==> src/design/msws_pkg.sv <==
package msws_pkg;

    localparam int HALF_W  = 32;
    localparam int STATE_W = 2 * HALF_W;
    localparam int MOD_W   = 32;
    localparam int VALUE_W = 32;

    localparam logic [STATE_W-1:0] WEYL_STEP = 64'hb5ad_4ece_da1c_e2a9;

    // squarer retires one radix-4 digit of the multiplier per cycle
    localparam int SQR_STEPS = STATE_W / 2;
    localparam int SQR_CNT_W = $clog2(SQR_STEPS);

    // remainder unit retires one dividend bit per cycle
    localparam int REM_STEPS = STATE_W;
    localparam int REM_CNT_W = $clog2(REM_STEPS);

    typedef struct packed {
        logic busy;
        logic done;
    } msws_unit_status_t;

endpackage

==> src/design/msws_rem.sv <==
module msws_rem import msws_pkg::*;
(
    input  logic               clk,
    input  logic               rst_n,
    input  logic               start,
    input  logic [STATE_W-1:0] dividend,
    input  logic [MOD_W-1:0]   divisor,
    output logic [MOD_W-1:0]   rem,
    output msws_unit_status_t  status
);

    logic [STATE_W-1:0]   dvd_reg;
    logic [MOD_W-1:0]     dvs_reg;
    logic [MOD_W-1:0]     rem_reg;
    logic [REM_CNT_W-1:0] cnt_reg;
    logic                 busy_reg;
    logic                 done_reg;
    logic [MOD_W:0]       trial;
    logic [MOD_W:0]       diff;
    logic [MOD_W-1:0]     rem_next;

    // restoring step: bring in the next dividend bit, subtract if it fits
    always_comb
    begin
        trial = {rem_reg, dvd_reg[STATE_W-1]};
        diff  = trial - {1'b0, dvs_reg};
        if (trial >= {1'b0, dvs_reg})
            rem_next = diff[MOD_W-1:0];
        else
            rem_next = trial[MOD_W-1:0];
    end

    always_ff @(posedge clk or negedge rst_n)
    begin
        if (!rst_n)
        begin
            busy_reg <= 1'b0;
            done_reg <= 1'b0;
            cnt_reg  <= '0;
        end
        else
        begin
            done_reg <= 1'b0;
            if (start)
            begin
                busy_reg <= 1'b1;
                cnt_reg  <= '0;
            end
            else if (busy_reg)
            begin
                cnt_reg <= cnt_reg + 1'b1;
                if (cnt_reg == REM_CNT_W'(REM_STEPS - 1))
                begin
                    busy_reg <= 1'b0;
                    done_reg <= 1'b1;
                end
            end
        end
    end

    always_ff @(posedge clk)
    begin
        if (start)
        begin
            dvd_reg <= dividend;
            dvs_reg <= divisor;
            rem_reg <= '0;
        end
        else if (busy_reg)
        begin
            dvd_reg <= {dvd_reg[STATE_W-2:0], 1'b0};
            rem_reg <= rem_next;
        end
    end

    assign rem         = rem_reg;
    assign status.busy = busy_reg;
    assign status.done = done_reg;

endmodule

==> config.mk <==
export PLATFORM = sky130hd
export DESIGN_NAME = msws_rem
export DESIGN_NICKNAME = d
export VERILOG_FILES = /design/src/design/msws_pkg.sv /design/src/design/msws_rem.sv
export SDC_FILE = /design/constraint.sdc
export NUM_CORES = 1
export LEC_CHECK = 0
export BUFFER_PORTS_ARGS = -buffer_cell sky130_fd_sc_hd__buf_4
export CAP_MARGIN = 5
export CORE_MARGIN = 2
export CORE_UTILIZATION = 60
export CTS_BUF_LIST = sky130_fd_sc_hd__clkbuf_16
export CTS_CLUSTER_DIAMETER = 40
export CTS_CLUSTER_SIZE = 28
export DETAILED_ROUTE_END_ITERATION = 10
export GPL_ROUTABILITY_DRIVEN = 0
export MAX_ROUTING_LAYER = met4
export PLACE_DENSITY_LB_ADDON = 0.05
export SLEW_MARGIN = 10
export SYNTH_ARGS = -nofsm -noshare
export SYNTH_HDL_FRONTEND = slang
export SYNTH_SLANG_ARGS = --single-unit
==> constraint.sdc <==
create_clock -name clk -period 4.2 [get_ports clk]
set_input_delay 0.63 -clock clk [delete_from_list [all_inputs] [get_ports clk]]
set_output_delay 0.63 -clock clk [all_outputs]
set_load 0.005 [all_outputs]
; Yosys cells after proc, flatten, opt, wreduce, memory -nomap -nowiden
; Cells that the tools add are included.
; Widths: inputs -> output; s select.
[classes]
eq_ne = 1
addsub = 2
mux = 11
n_reduce_logical = 1
order_cmp = 1
[ops]
columns = cell, count
row1 = $mux 64, 2
row2 = $ge 33x32->1, 1
row3 = $mux 32, 1
row4 = $sub 32x32->32, 1
row5 = $mux 6, 2
row6 = $add 6x1->6 const B, 1
row7 = $eq 6x6->1 const B, 1
row8 = $mux 1, 6
row9 = $reduce_bool 2->1, 1
[word_totals]
elab_cells = 22
input_bits = 99
out_inout_bits = 34
ff_bits = 136

; Logic depth before layout (Yosys ltp)
[depth]
ltp_word = 4
depth_mapped = 13
mapped_depth_nobuf = 12

; Worst setup path before layout
; No wires, ideal clock.
[synth_timing]
path_type = input -> register
from = in start
to = reg dvd_reg[0] (enable)
t_arrival_ns = 2.472
t_required_ns = 3.782
setup_ns = 0.418
cell_stages = 4
path_slack_ns = 1.310
path_buffers = 2
cell_sequence = clkbuf_1 -> clkbuf_1 -> nor2_1 -> inv_1
[synth_via]
elab_chain_cells = 1
[synth_lines]
columns = item, line_no
row1 = start: declaration, msws_rem.sv:5  ; input logic start,
row2 = $reduce_bool 2->1 (no source line), -
row3 = end signal: assignment, msws_rem.sv:65  ; dvd_reg <= dividend;
row4 = end signal: assignment, msws_rem.sv:71  ; dvd_reg <= {dvd_reg[STATE_W-2:0], 1'b0};
row5 = end: declaration, msws_rem.sv:12  ; logic [STATE_W-1:0] dvd_reg;
; No other way between the ends.
; A chain may end at the register's enable or synchronous reset.

; Worst setup path in the final report
[layout_timing]
from = reg dvs_reg[3]
to = reg rem_reg[10], in the netlist rem[10]
[layout_via]
elab_chain_cells = 2
elab_cells_between_ends = 3
cone_classes = add/sub (1) / order compare (1) / mux (1)
[layout_lines]
columns = item, line_no
row1 = start: declaration, msws_rem.sv:13  ; logic [MOD_W-1:0] dvs_reg;
row2 = start signal: assignment, msws_rem.sv:66  ; dvs_reg <= divisor;
row3 = $sub 32x32->32 or $ge 33x32->1 (tied branches), "msws_rem.sv:26, msws_rem.sv:27"
row4 = $mux 32 (*), msws_rem.sv:27  ; if (trial >= {1'b0, dvs_reg})
row5 = end signal: assignment, msws_rem.sv:72  ; rem_reg <= rem_next;
row6 = end: declaration, msws_rem.sv:14  ; logic [MOD_W-1:0] rem_reg;
; Mark *: on every way between the ends. The rest lies on a longest branch, timed or not.

==> out/results.tsv <==
stage	metric	value	unit
outcome	outcome	completed	
clocking	root_buffer	clkbuf_16	
synth	synth_area_per_cell	11.0	sq um
grt	antenna_found_initial	0	
placement	port_buffers	132	
worst_setup_path	critPathLaunchType	flop	
clocking	postCtsSetupBuffers	0	
timing	setup_viol	0	
clocking	cts_buffer_depth	2	
power_and_ir_drop	pwr_density_cell	380	mW/mm^2
worst_setup_path	crit_path_top_delay_cell	a311oi_1	
worst_setup_path	path_cells	inv_1 > ha_1 > nand3_1 > o21bai_1 > a211o_1 > a311oi_1 > o32ai_4 > buf_4 > mux2_1 > mux2i_1 > nor2_1	
detailed_routing	wl	15600	microns
detailed_routing	route.antenna.remaining_nets	0	
worst_setup_path	reg2reg_slack	0.80	ns
detailed_routing	vias	5451	
finish	largest_reg_flops	64	
clocking	cts_tree	built	
synth	yosys_register_bits	136	
clocking	cts_made_buffers	17	
placement	hpwl	11000	microns
power_and_ir_drop	power	0.00344	W
synth	yosysWarnings	0	
detailed_routing	drt_iter0_markers	199	
detailed_routing	post_drt_wl_per_cell	16.4	microns
worst_setup_path	max_stage_delay	0.54	ns
worst_setup_path	critPathTopFamily	compound AO/OA/AOI/OAI gates	
power_and_ir_drop	leakagePower	3.97	nW
synth	synth_edf_count	96	
timing	period_share	0.808	
clocking	clk_latency	0.43	ns
synth	syn_area	0.00735	sq mm
die	dieHeight	115	microns
timing	max_freq	295	MHz
timing	tightest_slew	0.870	ns
worst_setup_path	endpoint_kind	flop	
synth	syn_inst	670	
synth	ys_seq_area_frac	0.506	
finish	nets	924	
flow_run	cap_viol_max_count	0	
clocking	htree_levels	4	
finish	final_area	0.00905	sq mm
worst_setup_path	crit_arrival	3.70	ns
grt	grt_max_degree	61	
detailed_routing	via_per_inst	5.73	
die	dieArea	0.0132	sq mm
min_path	hold_path_class	primary input to flop	
worst_setup_path	crit_required	4.50	ns
timing	rsz0062_at_grt	no	
synth	synthFlopType	edfxtp_1	
detailed_routing	drc	0	
timing	period_minus_slack	3.40	ns
synth	yosys-top-cells-area	edfxtp_1, mux2_2, dfxtp_1	
die	rows	40	
power_and_ir_drop	peakVddDrop	0.452	mV
die	core	0.0120	sq mm
finish	drive_above_1_share	0.297	
timing	relSlewSlack	0.420	
timing	finalSetupTns	0	ns
synth	synth_top_area_share	0.392	
worst_setup_path	r2r_cells	11	
detailed_routing	first_pass_iters	5	
grt	grt_use_total	0.258	
finish	n_antenna_cell	0	
die	die_w	115	microns
worst_setup_path	crit_type	flop to flop	
worst_setup_path	crit_fanout	31	
worst_setup_path	r2r_end	rem[10]$_SDFFE_PP0P_	
min_path	hold-path-cell-count	1	
worst_setup_path	crit_buf_inv	2	
timing	clock_skew	0.0125	ns
finish	areaGrowthSynthToFinish	23.1	%
timing	hold_viol	0	
min_path	min_to	dvs_reg[27]$_DFFE_PP_	
clocking	clk_pin_slew	0.07	ns
grt	grt_pass1_wl	25500	microns
finish	post-route-util	0.754	
synth	synth.distinct_cells	60	
placement	placed_area	0.00844	sq mm
grt	grt_pass1_vias	5442	
worst_setup_path	reg2reg_from	dvs_reg[3]$_DFFE_PP_	
grt	grt-ovfl-total	0	
finish	fillers	859	
synth	async_flop_share	0.0588	
die	boundaryPins	133	
die	start_util	0.612	
timing	slew_violations	0	
clocking	cts_sinks	136	
synth	synth_nets	803	
synth	synth_top_area_cell	edfxtp_1	
min_path	hold_start	divisor[27]	
worst register-to-register path, stage by stage, from the launching register on:
cell	delay (ns)
edfxtp_1	0.32
inv_1	0.04
ha_1	0.35
nand3_1	0.12
o21bai_1	0.23
a211o_1	0.37
a311oi_1	0.54
o32ai_4	0.37
buf_4	0.37
mux2_1	0.37
mux2i_1	0.14
nor2_1	0.06
placed cells by master, fill, tap and decap left out, types with 3 or more instances in the layout:
cell        Yosys  final
buf_4           2    138
edfxtp_1       96     96
nor2_1         65     65
mux2_2         63     63
a21oi_1        50     50
inv_1          45     45
ha_1           33     33
nand2_1        32     32
dfxtp_1        32     32
a211oi_1       24     24
mux2i_1        18     18
xnor2_1        18     18
clkbuf_16       0     17
nand4_1        14     14
o21ai_0        14     14
xor2_1         10     10
nor3_1          9      9
o21bai_1        8      8
a21o_1          7      7
o21a_1          7      7
nand3_1         7      7
dfrtp_1         8      7
o21ai_1         6      6
nand2b_1        5      5
a31oi_1         5      5
a211o_1         4      4
and3_1          4      4
nor3b_1         3      3
nand3b_1        3      3
o211ai_1        3      3
o31ai_1         3      3
or3_1           3      3
nor4_1          3      3
mux2_1          3      3
clkinv_2        0      3
clkinvlp_4      0      3
inv_6           0      3
bufinv_16       0      3
routing by layer:
metal | track usage | wire length, microns | up-vias
met2 | 0.424 | 7970 | 146
met3 | 0.0789 | 921 | 23
met1 | 0.302 | 6420 | 2580
met5 | - | 0 | -
met4 | 0.0900 | 286 | 0
li1 | - | - | 2702
cells in the mapped netlist, types with 2 or more instances:
cell / number
nor3b_1: 3
or3_1: 3
nor2b_1: 2
inv_1: 45
nor4_1: 3
nand2_1: 32
a41oi_1: 2
dfxtp_1: 32
a31oi_1: 5
o211ai_1: 3
o21a_1: 7
xor2_1: 10
and2_1: 2
mux2_2: 63
o21bai_1: 8
clkbuf_1: 27
xnor2_1: 18
o21ai_1: 6
o21ai_0: 14
buf_2: 7
buf_4: 2
nand3_1: 7
nand4_1: 14
a21oi_1: 50
nand3b_1: 3
dfrtp_1: 8
mux2i_1: 18
nand2b_1: 5
and3_1: 4
a21o_1: 7
a211oi_1: 24
a211o_1: 4
o41ai_1: 2
nor2_1: 65
edfxtp_1: 96
o31ai_1: 3
mux2_1: 3
nor3_1: 9
ha_1: 33
logic make-up (layout without fill, tap and decap cells):
group                    Yosys count  count (layout)  synth area share
buffers and inverters             82             216            0.0441
XOR/XNOR                          28              28            0.0333
AND/OR/NAND/NOR                  157             157            0.0997
AO/OA/AOI/OAI                    149             149             0.132
adder cells (fa/ha/maj)           34              34            0.0589
flip-flops                       136             136             0.506
multiplexers                      84              84             0.126
through the flow:
stage               worst slack (ns)  instances  hold slack, ns
floorplan                       1.31        670           0.334
global placement                1.02        918           0.450
detailed placement             0.920        918           0.453
CTS                            0.875        951           0.358
global route                   0.610        951           0.353
finish                         0.805        951           0.373
cell type report:
type                            count  area [sq um]  share of cell area
Tap cell                          147           184              0.0203
Clock inverter                     15           178              0.0196
Multi-Input combinational cell    452          3320               0.367
Inverter                           45           169              0.0187
Timing Repair Buffer              139          1050               0.116
Sequential cell                   136          3720               0.412
Clock buffer                       17           425              0.0470
power by group:
group	internal [W]	switching, W	total, W
Clock	0.000937	0.000591	0.00153
Combinational	0.000180	0.000154	0.000334
Sequential	0.00154	0.0000306	0.00157
Total	0.00266	0.000775	0.00344
worst max path at each step:
stage | from | endpoint | slack (ns) | depth (start not counted)
2_1_floorplan | start | dvd_reg[0]$_SDFFCE_PN0P_ | 1.31 | 4
3_3_place_gp | dvd_reg[63]$_DFFE_PP_ | rem[30]$_SDFFE_PP0P_ | 1.02 | 12
6_report | dvs_reg[3]$_DFFE_PP_ | rem[10]$_SDFFE_PP0P_ | 0.80 | 11
4_1_cts | dvs_reg[3]$_DFFE_PP_ | rem[10]$_SDFFE_PP0P_ | 0.88 | 11
5_1_grt | dvd_reg[63]$_DFFE_PP_ | rem[30]$_SDFFE_PP0P_ | 0.61 | 12
3_5_place_dp | dvs_reg[4]$_DFFE_PP_ | rem[10]$_SDFFE_PP0P_ | 0.92 | 11
what timing repair did:
action	4_1_cts	5_1_grt
hold buffers	1	0
hold endpoints to repair	7	0
resized for setup	0	0
Power figures use the tool's default switching activity.
