==> src/design/msws_pkg.sv <==
package msws_pkg;

    localparam int HALF_W  = 32;
    localparam int STATE_W = 2 * HALF_W;
    localparam int MOD_W   = 32;
    localparam int VALUE_W = 32;

    localparam logic [STATE_W-1:0] WEYL_STEP = 64'hb5ad_4ece_da1c_e2a9;

    // squarer retires one radix-4 digit of the multiplier per cycle
    localparam int SQR_STEPS = STATE_W / 2;
    localparam int SQR_CNT_W = $clog2(SQR_STEPS);

    // remainder unit retires one dividend bit per cycle
    localparam int REM_STEPS = STATE_W;
    localparam int REM_CNT_W = $clog2(REM_STEPS);

    typedef struct packed {
        logic busy;
        logic done;
    } msws_unit_status_t;

endpackage

==> src/design/msws_sqr.sv <==
module msws_sqr import msws_pkg::*;
(
    input  logic               clk,
    input  logic               rst_n,
    input  logic               start,
    input  logic [STATE_W-1:0] operand,
    output logic [STATE_W-1:0] product,
    output msws_unit_status_t  status
);

    logic [STATE_W-1:0]   mcand_reg;
    logic [STATE_W-1:0]   mcand3_reg;
    logic [STATE_W-1:0]   mplier_reg;
    logic [STATE_W-1:0]   acc_reg;
    logic [SQR_CNT_W-1:0] cnt_reg;
    logic                 busy_reg;
    logic                 done_reg;
    logic [STATE_W-1:0]   addend;

    // radix-4 digit select: 0, x, 2x, 3x (all mod 2^64)
    always_comb
    begin
        case (mplier_reg[1:0])
            2'd0:    addend = '0;
            2'd1:    addend = mcand_reg;
            2'd2:    addend = {mcand_reg[STATE_W-2:0], 1'b0};
            default: addend = mcand3_reg;
        endcase
    end

    always_ff @(posedge clk or negedge rst_n)
    begin
        if (!rst_n)
        begin
            busy_reg <= 1'b0;
            done_reg <= 1'b0;
            cnt_reg  <= '0;
        end
        else
        begin
            done_reg <= 1'b0;
            if (start)
            begin
                busy_reg <= 1'b1;
                cnt_reg  <= '0;
            end
            else if (busy_reg)
            begin
                cnt_reg <= cnt_reg + 1'b1;
                if (cnt_reg == SQR_CNT_W'(SQR_STEPS - 1))
                begin
                    busy_reg <= 1'b0;
                    done_reg <= 1'b1;
                end
            end
        end
    end

    always_ff @(posedge clk)
    begin
        if (start)
        begin
            mcand_reg  <= operand;
            mcand3_reg <= operand + {operand[STATE_W-2:0], 1'b0};
            mplier_reg <= operand;
            acc_reg    <= '0;
        end
        else if (busy_reg)
        begin
            acc_reg    <= acc_reg + addend;
            mcand_reg  <= {mcand_reg[STATE_W-3:0], 2'b00};
            mcand3_reg <= {mcand3_reg[STATE_W-3:0], 2'b00};
            mplier_reg <= {2'b00, mplier_reg[STATE_W-1:2]};
        end
    end

    assign product     = acc_reg;
    assign status.busy = busy_reg;
    assign status.done = done_reg;

endmodule

==> config.mk <==
export PLATFORM = sky130hd
export DESIGN_NAME = msws_sqr
export DESIGN_NICKNAME = d
export VERILOG_FILES = /design/src/design/msws_pkg.sv /design/src/design/msws_sqr.sv
export SDC_FILE = /design/constraint.sdc
export NUM_CORES = 1
export LEC_CHECK = 0
export BUFFER_PORTS_ARGS = -buffer_cell sky130_fd_sc_hd__buf_4
export CAP_MARGIN = 25
export CORE_AREA = 3 3 222 224
export CTS_BUF_LIST = sky130_fd_sc_hd__clkbuf_8 sky130_fd_sc_hd__clkbuf_16
export CTS_CLUSTER_DIAMETER = 30
export DETAILED_ROUTE_END_ITERATION = 10
export DIE_AREA = 0 0 225 227
export PLACE_DENSITY = 0.68
export SETUP_SLACK_MARGIN = 0.1
export SYNTH_ARGS = -nofsm -noshare
export SYNTH_HDL_FRONTEND = slang
export SYNTH_SLANG_ARGS = --single-unit
==> constraint.sdc <==
create_clock -name clk -period 4.95 [get_ports clk]
set_clock_uncertainty 0.2 [all_clocks]
set_input_delay 0.99 -clock clk [delete_from_list [all_inputs] [get_ports clk]]
set_output_delay 0.99 -clock clk [all_outputs]
set_load 0.01 [all_outputs]
* Yosys cells after proc, flatten, opt, wreduce, memory -nomap -nowiden
Cells that the tools add are included.
** Storage, ports and cells
- Register bits after elaboration :: 263
- Input bits :: 67
- Logic and storage cells :: 30
** Operators by class
- $add $sub $neg :: 3
- Eq/ne operators :: 3
- Mux-type cells :: 15
- Reductions and logical operators :: 2
** Operators by type and width (count)
- 64-bit two-way mux :: 6
- 64-bit one-hot mux with 3 select lines :: 1
- 64-bit adder :: 2
- 5-bit two-way mux :: 2
- 1-bit two-way mux :: 6
- 5-bit by 1-bit adder with 5-bit output, second input constant :: 1
- 5-bit == test, second input constant :: 1
- 2-bit by 1-bit == test with 1-bit output, second input constant :: 1
- 2-bit == test, second input constant :: 1
- 2-bit zero test :: 1
- 2-bit nonzero test :: 1

* Logic depth before layout (Yosys ltp)
Gate-level depths: netlist (run 1).
- Depth in word-level cells :: 4
- Depth in mapped cells :: 19
- Depth with buffers taken out :: 15

* Worst setup path after synthesis (run 1)
No wires, ideal clock.
- Kind :: input-to-reg
- Start :: input port start
- End :: register mcand3_reg[0] (enable)
- Library setup time :: 0.542 ns
- Data arrival time :: 5.469 ns
- Data required time :: 4.208 ns
- Slack :: -1.261 ns
- Cell stages on the path :: 5
- Path buffers :: 3
- Path through :: clkbuf_1 -> clkbuf_1 -> nor2_1 -> clkbuf_1 -> inv_1
** Between the ends
- Word-level cells in the longest chain between the ends :: 1
** Ends and longest elaborated chain
- from (decl) :: RTL line msws_sqr.sv:5 : input logic start,
- 2-bit nonzero test (no source line)
- to (signal assigned) :: RTL line msws_sqr.sv:64 : mcand3_reg <= operand + {operand[STATE_W-2:0], 1'b0};
- to (signal assigned) :: RTL line msws_sqr.sv:72 : mcand3_reg <= {mcand3_reg[STATE_W-3:0], 2'b00};
- to (decl) :: RTL line msws_sqr.sv:12 : logic [STATE_W-1:0] mcand3_reg;
No other way between the ends.
A chain may end at the register's enable or synchronous reset.

* Worst setup path after layout (run 1)
- Start :: register mplier_reg[0]
- End :: register acc_reg[62], in the netlist product[62]
** Between the ends
- Word-level cells in the longest chain between the ends :: 3
** Ends and longest elaborated chain
- from (decl) :: RTL line msws_sqr.sv:13 : logic [STATE_W-1:0] mplier_reg;
- from (signal assigned) :: RTL line msws_sqr.sv:65 : mplier_reg <= operand;
- from (signal assigned) :: RTL line msws_sqr.sv:73 : mplier_reg <= {2'b00, mplier_reg[STATE_W-1:2]};
- 2-bit == test (tied with other cells) :: RTL line msws_sqr.sv:23 : case (mplier_reg[1:0])
- 64-bit one-hot mux with 3 select lines * :: RTL line msws_sqr.sv:23
- 64-bit adder * :: RTL line msws_sqr.sv:70 : acc_reg <= acc_reg + addend;
- to (signal assigned) :: RTL line msws_sqr.sv:70
- to (decl) :: RTL line msws_sqr.sv:14 : logic [STATE_W-1:0] acc_reg;
Mark *: on every way between the ends. The rest lies on a longest branch, timed or not.

==> flow_metrics.env, run 1 <==
export IMPL_power_density_nw_per_um2=466.7
export IMPL_die_y_um=227
export IMPL_numCtsBuffers=57
export IMPL_grt_pass1_vias=15310
export IMPL_start_kind="register"
export IMPL_initial_utilization_pct=39.87
export IMPL_root_buffer="clkbuf_16"
export IMPL_intPower_mw=6.902
export IMPL_synth_compound_gate_area_share_pct=23.49
export IMPL_cpMostUsedCell="a221o_1"
export IMPL_area_growth_pct=18.35
export IMPL_drive_above_1_share_pct=14.96
export IMPL_via_count=16440
export IMPL_instances_no_fill=2888
export IMPL_slew_headroom_pct=26.77
export IMPL_p_seq_share_pct=31.2
export IMPL_syn_nets=2336
export IMPL_clk_path_buf_depth=3
export IMPL_nNetsFinal=2426
export IMPL_yosys_warnings=0
export IMPL_synth_edff_count=191
export IMPL_dieArea_um2=51080
export IMPL_synth_ff_type="edfxtp_1"
export IMPL_dpl_hpwl_um=40430
export IMPL_synth_adder_area_share_pct=8.991
export IMPL_power_leakage_nw=9.920
export IMPL_grt_setup_unrepaired="yes"
export IMPL_grt_usage_pct=20.14
export IMPL_ir_worst_vdd_v=0.0002805
export IMPL_ys_ff_latch=262
export IMPL_cp_arrival_ns=4.96
export IMPL_synthCells=2134
export IMPL_period_share_pct=93.80
export IMPL_synth_top_cell_area_share_pct=30.26
export IMPL_yosysTopAreaCell="edfxtp_1"
export IMPL_grt_max_degree=192
export IMPL_crit_path_cell_trace="buf_12, o21ai_0, a22o_1, ha_1, and2_1, a221oi_2, a2111oi_0, buf_4, o21ai_2, a211oi_1, nand4bb_1, a221o_1, a21o_1, o31a_1, nor4b_2, a221o_1"
export IMPL_gp_congestion=0.9320
export IMPL_synthesis_area_um2=18950
export IMPL_fin_area_um2=22430
export IMPL_antenna_found_initial=0
export IMPL_setup_viol=0
export IMPL_final_cell_mix="281 x o21ai_0, 243 x nand2_1, 191 x edfxtp_1"
export IMPL_cpPeakStageDelay_ns=0.45
export IMPL_io_pins=133
export IMPL_final_common_cell="o21ai_0"
export IMPL_h_tree_depth=2
export IMPL_synth_avg_cell_area_um2=8.882
export IMPL_nFillCells=4334
export IMPL_min_period_ns=4.643
export IMPL_cp_max_fo=78
export IMPL_path_clk_slew_ns=0.05
export IMPL_dpl_instance_area_um2=20420
export IMPL_yosys_area_share_simple_pct=13.12
export IMPL_drc=0
export IMPL_worstPathRequired_ns=5.27
export IMPL_fp_dieW_um=225
export IMPL_tightestPinTransition_ns=1.098
export IMPL_wl_per_cell_um=18.46
export IMPL_viasPerCell=5.694
export IMPL_seq_area_frac_synth_pct=37.94
export IMPL_finalMaxSlewViolations=0
export IMPL_path_class="register to register"
export IMPL_gr_total_overflow=0
export IMPL_rows=80
export IMPL_dp_cells=2780
export IMPL_synthXorXnorAreaFrac_pct=5.591
export IMPL_postSynth_asyncResetShare_pct=2.672
export IMPL_total_power_mw=10.47
export IMPL_drt_total_wl_um=53310
export IMPL_synth_cell_types=75
export IMPL_antenna_cells=0
export IMPL_synth_top_family_by_area="compound AO/OA/AOI/OAI gates"
export IMPL_synth_area_leaders="edfxtp_1 30%, ha_1 8.8%, o21ai_0 7.4%"
export IMPL_swShare_pct=34.08
export IMPL_ant_nets=0
export IMPL_p_sw_mw=3.569
export IMPL_muxShareOfSynthArea_pct=5.129
export IMPL_grt_pass1_wl_um=83590
export IMPL_final_hold_viol_count=0
export IMPL_drt_iter0_markers=1924
export IMPL_fin_util_pct=47.18
export IMPL_clock_latency_ns=0.57
export IMPL_cts_sinks=262
export IMPL_p_clk_share_pct=36.6
export IMPL_core_area_um2=47550
export IMPL_fmax_ghz=0.2154
export IMPL_setup_worst_path_end_class="register"
export IMPL_firstDrtPassIters=6
export IMPL_combPwrFrac_pct=32.2
export IMPL_r2r_cells=16
export IMPL_hold_path_class="input port to async pin"
export IMPL_max_cap_violations=0
export IMPL_tritoncts="built"
export IMPL_status="finished clean"
export IMPL_cpMaxStageDelayCell="edfxtp_1"
export IMPL_hold_slack_ns=0.03158
export IMPL_io_buffers=132
cells in the mapped netlist, drive strengths merged (11+ instances only):
cell,instances
and3,18
mux2,57
clkbuf,105
o21a,15
a21o,78
nand2,243
a31oi,11
mux2i,33
inv,152
nand3,18
xor2,49
buf,18
dfxtp,64
edfxtp,191
o21ai,287
a211oi,21
nand2b,15
nor3,28
o21bai,30
a21oi,140
a22o,66
nand4,46
nor2,102
ha,133
nor2b,20
xnor2,72
layout make-up:
class                      count  area (µm²)  share of cell area, %
timing repair buffer         155        1206                  5.377
clock buffer                  59        1476                  6.582
inverter                     152       574.3                  2.560
clock inverter                49       508.0                  2.264
sequential                   262        7193                  32.07
multi-input combinational   1596       10710                  47.72
tap                          615       769.5                  3.430
power groups by stage:
stage | combinational (mW) | sequential, mW | clock (mW)
CTS | 3.33 | 3.26 | 3.89
detailed placement | 3.31 | 3.30 | 0
finish | 3.37 | 3.26 | 3.83
floorplan | 2.29 | 3.20 | 0
global route | 3.72 | 3.31 | 4.00
global placement | 3.26 | 3.29 | 0
layer usage:
metal	GRT usage, %	vias to the layer above	wire length, µm
met5	0	-	0
met4	5.680	0	1256
met3	2.424	76	3643
met2	29.10	634	22230
met1	31.49	7782	26180
li1	-	7951	-
worst paths after layout:
| kind | from | end | slack (ns) |
|---|---|---|---|
| max | mplier_reg[0] | product[62] | 0.31 |
| min | rst_n | cnt_reg[4] | 0.03 |
| max reg2reg | mplier_reg[0] | product[62] | 0.31 |
| min reg2reg | product[53] | product[53] | 0.28 |
| max in group asynchronous | rst_n | busy_reg | 4.38 |
| min in group clk | product[53] | product[53] | 0.28 |
worst max-delay path, delay by kind of cell, from the launching register on:
| family | cells | cell delay [ns] |
|---|---|---|
| adder cells (fa/ha/maj) | 1 | 0.36 |
| flip-flops | 1 | 0.45 |
| AND/OR/NAND/NOR | 3 | 0.78 |
| AO/OA/AOI/OAI | 10 | 2.33 |
| buffers and inverters | 2 | 0.47 |
repair_timing:
action                                  4_1_cts  5_1_grt
hold buffers                                  0        0
endpoints found under the setup margin        0        5
buffers inserted                              0        0
resized for setup                             0        6
stage by stage:
stage / setup TNS, ns / setup slack [ns]
6_report: 0 / 0.3071
3_5_place_dp: 0 / 0.1277
5_1_grt: 0 / 0.08179
4_1_cts: 0 / 0.2360
2_1_floorplan: -2.761 / -0.01446
3_3_place_gp: 0 / 0.2514
kinds of logic after synthesis:
group	count (synthesis)
adders and majority gates	135
buffers and inverters	276
and+or+nand+nor	537
DFF	262
xor gates and xnor gates	121
AOI/OAI and AO/OA	713
muxes	90
Note: power is estimated with default switching activity, not from simulation.
==> run 2, diff against run 1 <==
--- a/config.mk
+++ b/config.mk
@@ -8,11 +8,11 @@
 export BUFFER_PORTS_ARGS = -buffer_cell sky130_fd_sc_hd__buf_4
 export CAP_MARGIN = 25
 export CORE_AREA = 3 3 222 224
-export CTS_BUF_LIST = sky130_fd_sc_hd__clkbuf_8 sky130_fd_sc_hd__clkbuf_16
 export CTS_CLUSTER_DIAMETER = 30
 export DETAILED_ROUTE_END_ITERATION = 10
 export DIE_AREA = 0 0 225 227
 export PLACE_DENSITY = 0.68
+export REMOVE_ABC_BUFFERS = 1
 export SETUP_SLACK_MARGIN = 0.1
 export SYNTH_ARGS = -nofsm -noshare
 export SYNTH_HDL_FRONTEND = slang
==> flow_metrics.env, run 2 (synthesis results as in run 1) <==
export IMPL_status="finished clean"
export IMPL_r2r_cells=15
export IMPL_drt_met1_wl_um=23980
export IMPL_grt_pass1_wl_um=85080
export IMPL_wl_met3_um=3299
export IMPL_clock_latency_ns=0.58
export IMPL_rows=80
export IMPL_finalMaxSlewViolations=0
export IMPL_power_leakage_nw=10.13
export IMPL_min_from="product[61]"
export IMPL_cp_arrival_ns=4.86
export IMPL_fp_dieW_um=225
export IMPL_drt_total_wl_um=53870
export IMPL_setup_viol=0
export IMPL_dpl_hpwl_um=39190
export IMPL_die_y_um=227
export IMPL_cts_sinks=262
export IMPL_viasPerCell=5.640
export IMPL_crit_family="compound AO/OA/AOI/OAI gates"
export IMPL_nFillCells=4353
export IMPL_p_clk_share_pct=39.9
export IMPL_grt_pass1_vias=16110
export IMPL_drive_above_1_share_pct=15.70
export IMPL_top_layer="met4"
export IMPL_hold_path_cell_count=2
export IMPL_numCtsBuffers=73
export IMPL_grt_setup_unrepaired="no"
export IMPL_area_growth_pct=20.75
export IMPL_post_place_ws_ns=0.03229
export IMPL_nNetsFinal=2454
export IMPL_regArea_um2=7193
export IMPL_setup_ws_ns=0.3205
export IMPL_path_class="register to register"
export IMPL_core_area_um2=47550
export IMPL_tightestPinTransition_ns=1.146
export IMPL_max_cap_violations=0
export IMPL_antenna_found_initial=0
export IMPL_final_cell_mix="281 x o21ai_0, 243 x nand2_1, 191 x edfxtp_1"
export IMPL_reg2reg_slack_ns=0.32
export IMPL_dieArea_um2=51080
export IMPL_tritoncts="built"
export IMPL_fin_util_pct=48.14
export IMPL_path_clk_slew_ns=0.04
export IMPL_cp_max_fo=63
export IMPL_instances_no_fill=2927
export IMPL_final_common_cell="o21ai_0"
export IMPL_swShare_pct=33.36
export IMPL_grt_usage_pct=20.63
export IMPL_clk_path_buf_depth=3
export IMPL_cts_setup_buffers=0
export IMPL_root_buffer="clkbuf_16"
export IMPL_cpMaxStageDelayCell="o31ai_1"
export IMPL_wl_per_cell_um=18.40
export IMPL_drt_iter0_markers=1251
export IMPL_gp_congestion=0.9520
export IMPL_path_buf_inv=1
export IMPL_multi_input_area_um2=10690
export IMPL_io_buffers=132
export IMPL_setup_worst_path_end_class="register"
export IMPL_hold_path_class="register to register"
export IMPL_final_hold_viol_count=0
export IMPL_cpPeakStageDelay_ns=0.57
export IMPL_via_count=16510
export IMPL_crit_path_cell_trace="nor2b_4, buf_12, a22o_1, ha_1, nand4_1, nor4_1, nor2_1, a211oi_1, nor3_1, o31ai_1, o22ai_1, o31ai_1, xor2_1, mux2i_1, nor2_1"
export IMPL_h_tree_depth=3
export IMPL_timing_setup_tns_ns=0
export IMPL_firstDrtPassIters=5
export IMPL_worstPathRequired_ns=5.18
export IMPL_combPwrFrac_pct=30.6
export IMPL_reg2reg_from="mplier_reg[0]"
export IMPL_antenna_cells=0
export IMPL_ant_nets=0
export IMPL_slew_headroom_pct=23.60
export IMPL_power_density_nw_per_um2=481.7
export IMPL_grt_max_degree=227
export IMPL_p_seq_share_pct=29.5
export IMPL_fmax_ghz=0.2160
export IMPL_dp_cells=2791
export IMPL_r2r_end="product[47]"
export IMPL_min_period_ns=4.629
export IMPL_drc=0
export IMPL_gr_total_overflow=0
export IMPL_intPower_mw=7.347
export IMPL_wl_met2_um=24890
export IMPL_initial_utilization_pct=39.87
export IMPL_start_kind="register"
export IMPL_min_to="product[61]"
export IMPL_io_pins=133
export IMPL_period_share_pct=93.52
export IMPL_ir_worst_vdd_v=0.0002475
export IMPL_p_sw_mw=3.678
==> run 2: power by group through the flow <==
stage               Clock, mW  Combinational [mW]  Sequential (mW)
CTS                      4.48                3.36             3.25
floorplan                   0                2.18             3.22
detailed placement          0                3.32             3.28
global placement            0                3.27             3.27
global route             4.61                3.76             3.29
finish                   4.40                3.37             3.25
==> run 2: per-layer routing <==
layer	track usage (%)	vias to the layer above
met5	0	-
met4	8.386	0
met3	4.217	112
met2	33.80	537
met1	26.85	7820
li1	-	8038
==> run 2: repair_timing <==
| action | CTS | global route |
|---|---|---|
| resized for setup | 0 | 1 |
| setup endpoints to repair | 0 | 2 |
| hold endpoints to repair | 7 | 0 |
| hold buffers | 1 | 0 |
==> run 2: how the worst max path moves through the flow <==
stage,cells past startpoint,slack [ns],start,end
after floorplan,15,-2.48,mplier_reg[0],product[62]
after global placement,14,0.05,operand[16],mcand3_reg[62]
after detailed placement,14,0.03,operand[16],mcand3_reg[62]
after CTS,15,0.31,mplier_reg[1],product[62]
after global routing,16,0.12,mplier_reg[1],product[62]
final,15,0.32,mplier_reg[0],product[47]
==> run 2: per-stage QoR <==
| step | hold WS (ns) | power [mW] | area (µm²) |
|---|---|---|---|
| floorplan | 0.2933 | 5.403 | 18440 |
| global placement | 0.2750 | 6.539 | 20520 |
| detailed placement | 0.2837 | 6.601 | 20540 |
| CTS | 0.2894 | 11.09 | 22880 |
| global route | 0.3225 | 11.65 | 22890 |
| finish | 0.2845 | 11.02 | 22890 |
==> run 2: area by class of cell <==
class / instances / area share [%]
sequential: 262 / 31.43
tap: 615 / 3.362
clock buffer: 93 / 8.813
multi-input combinational: 1596 / 46.71
inverter: 152 / 2.515
timing repair buffer: 167 / 5.784
clock inverter: 42 / 1.389
==> run 2: worst min-delay path, cell delays in order, from the launching register on <==
cell and delay, ns:
dfxtp_1 0.32, nand2_1 0.05, o21ai_0 0.06
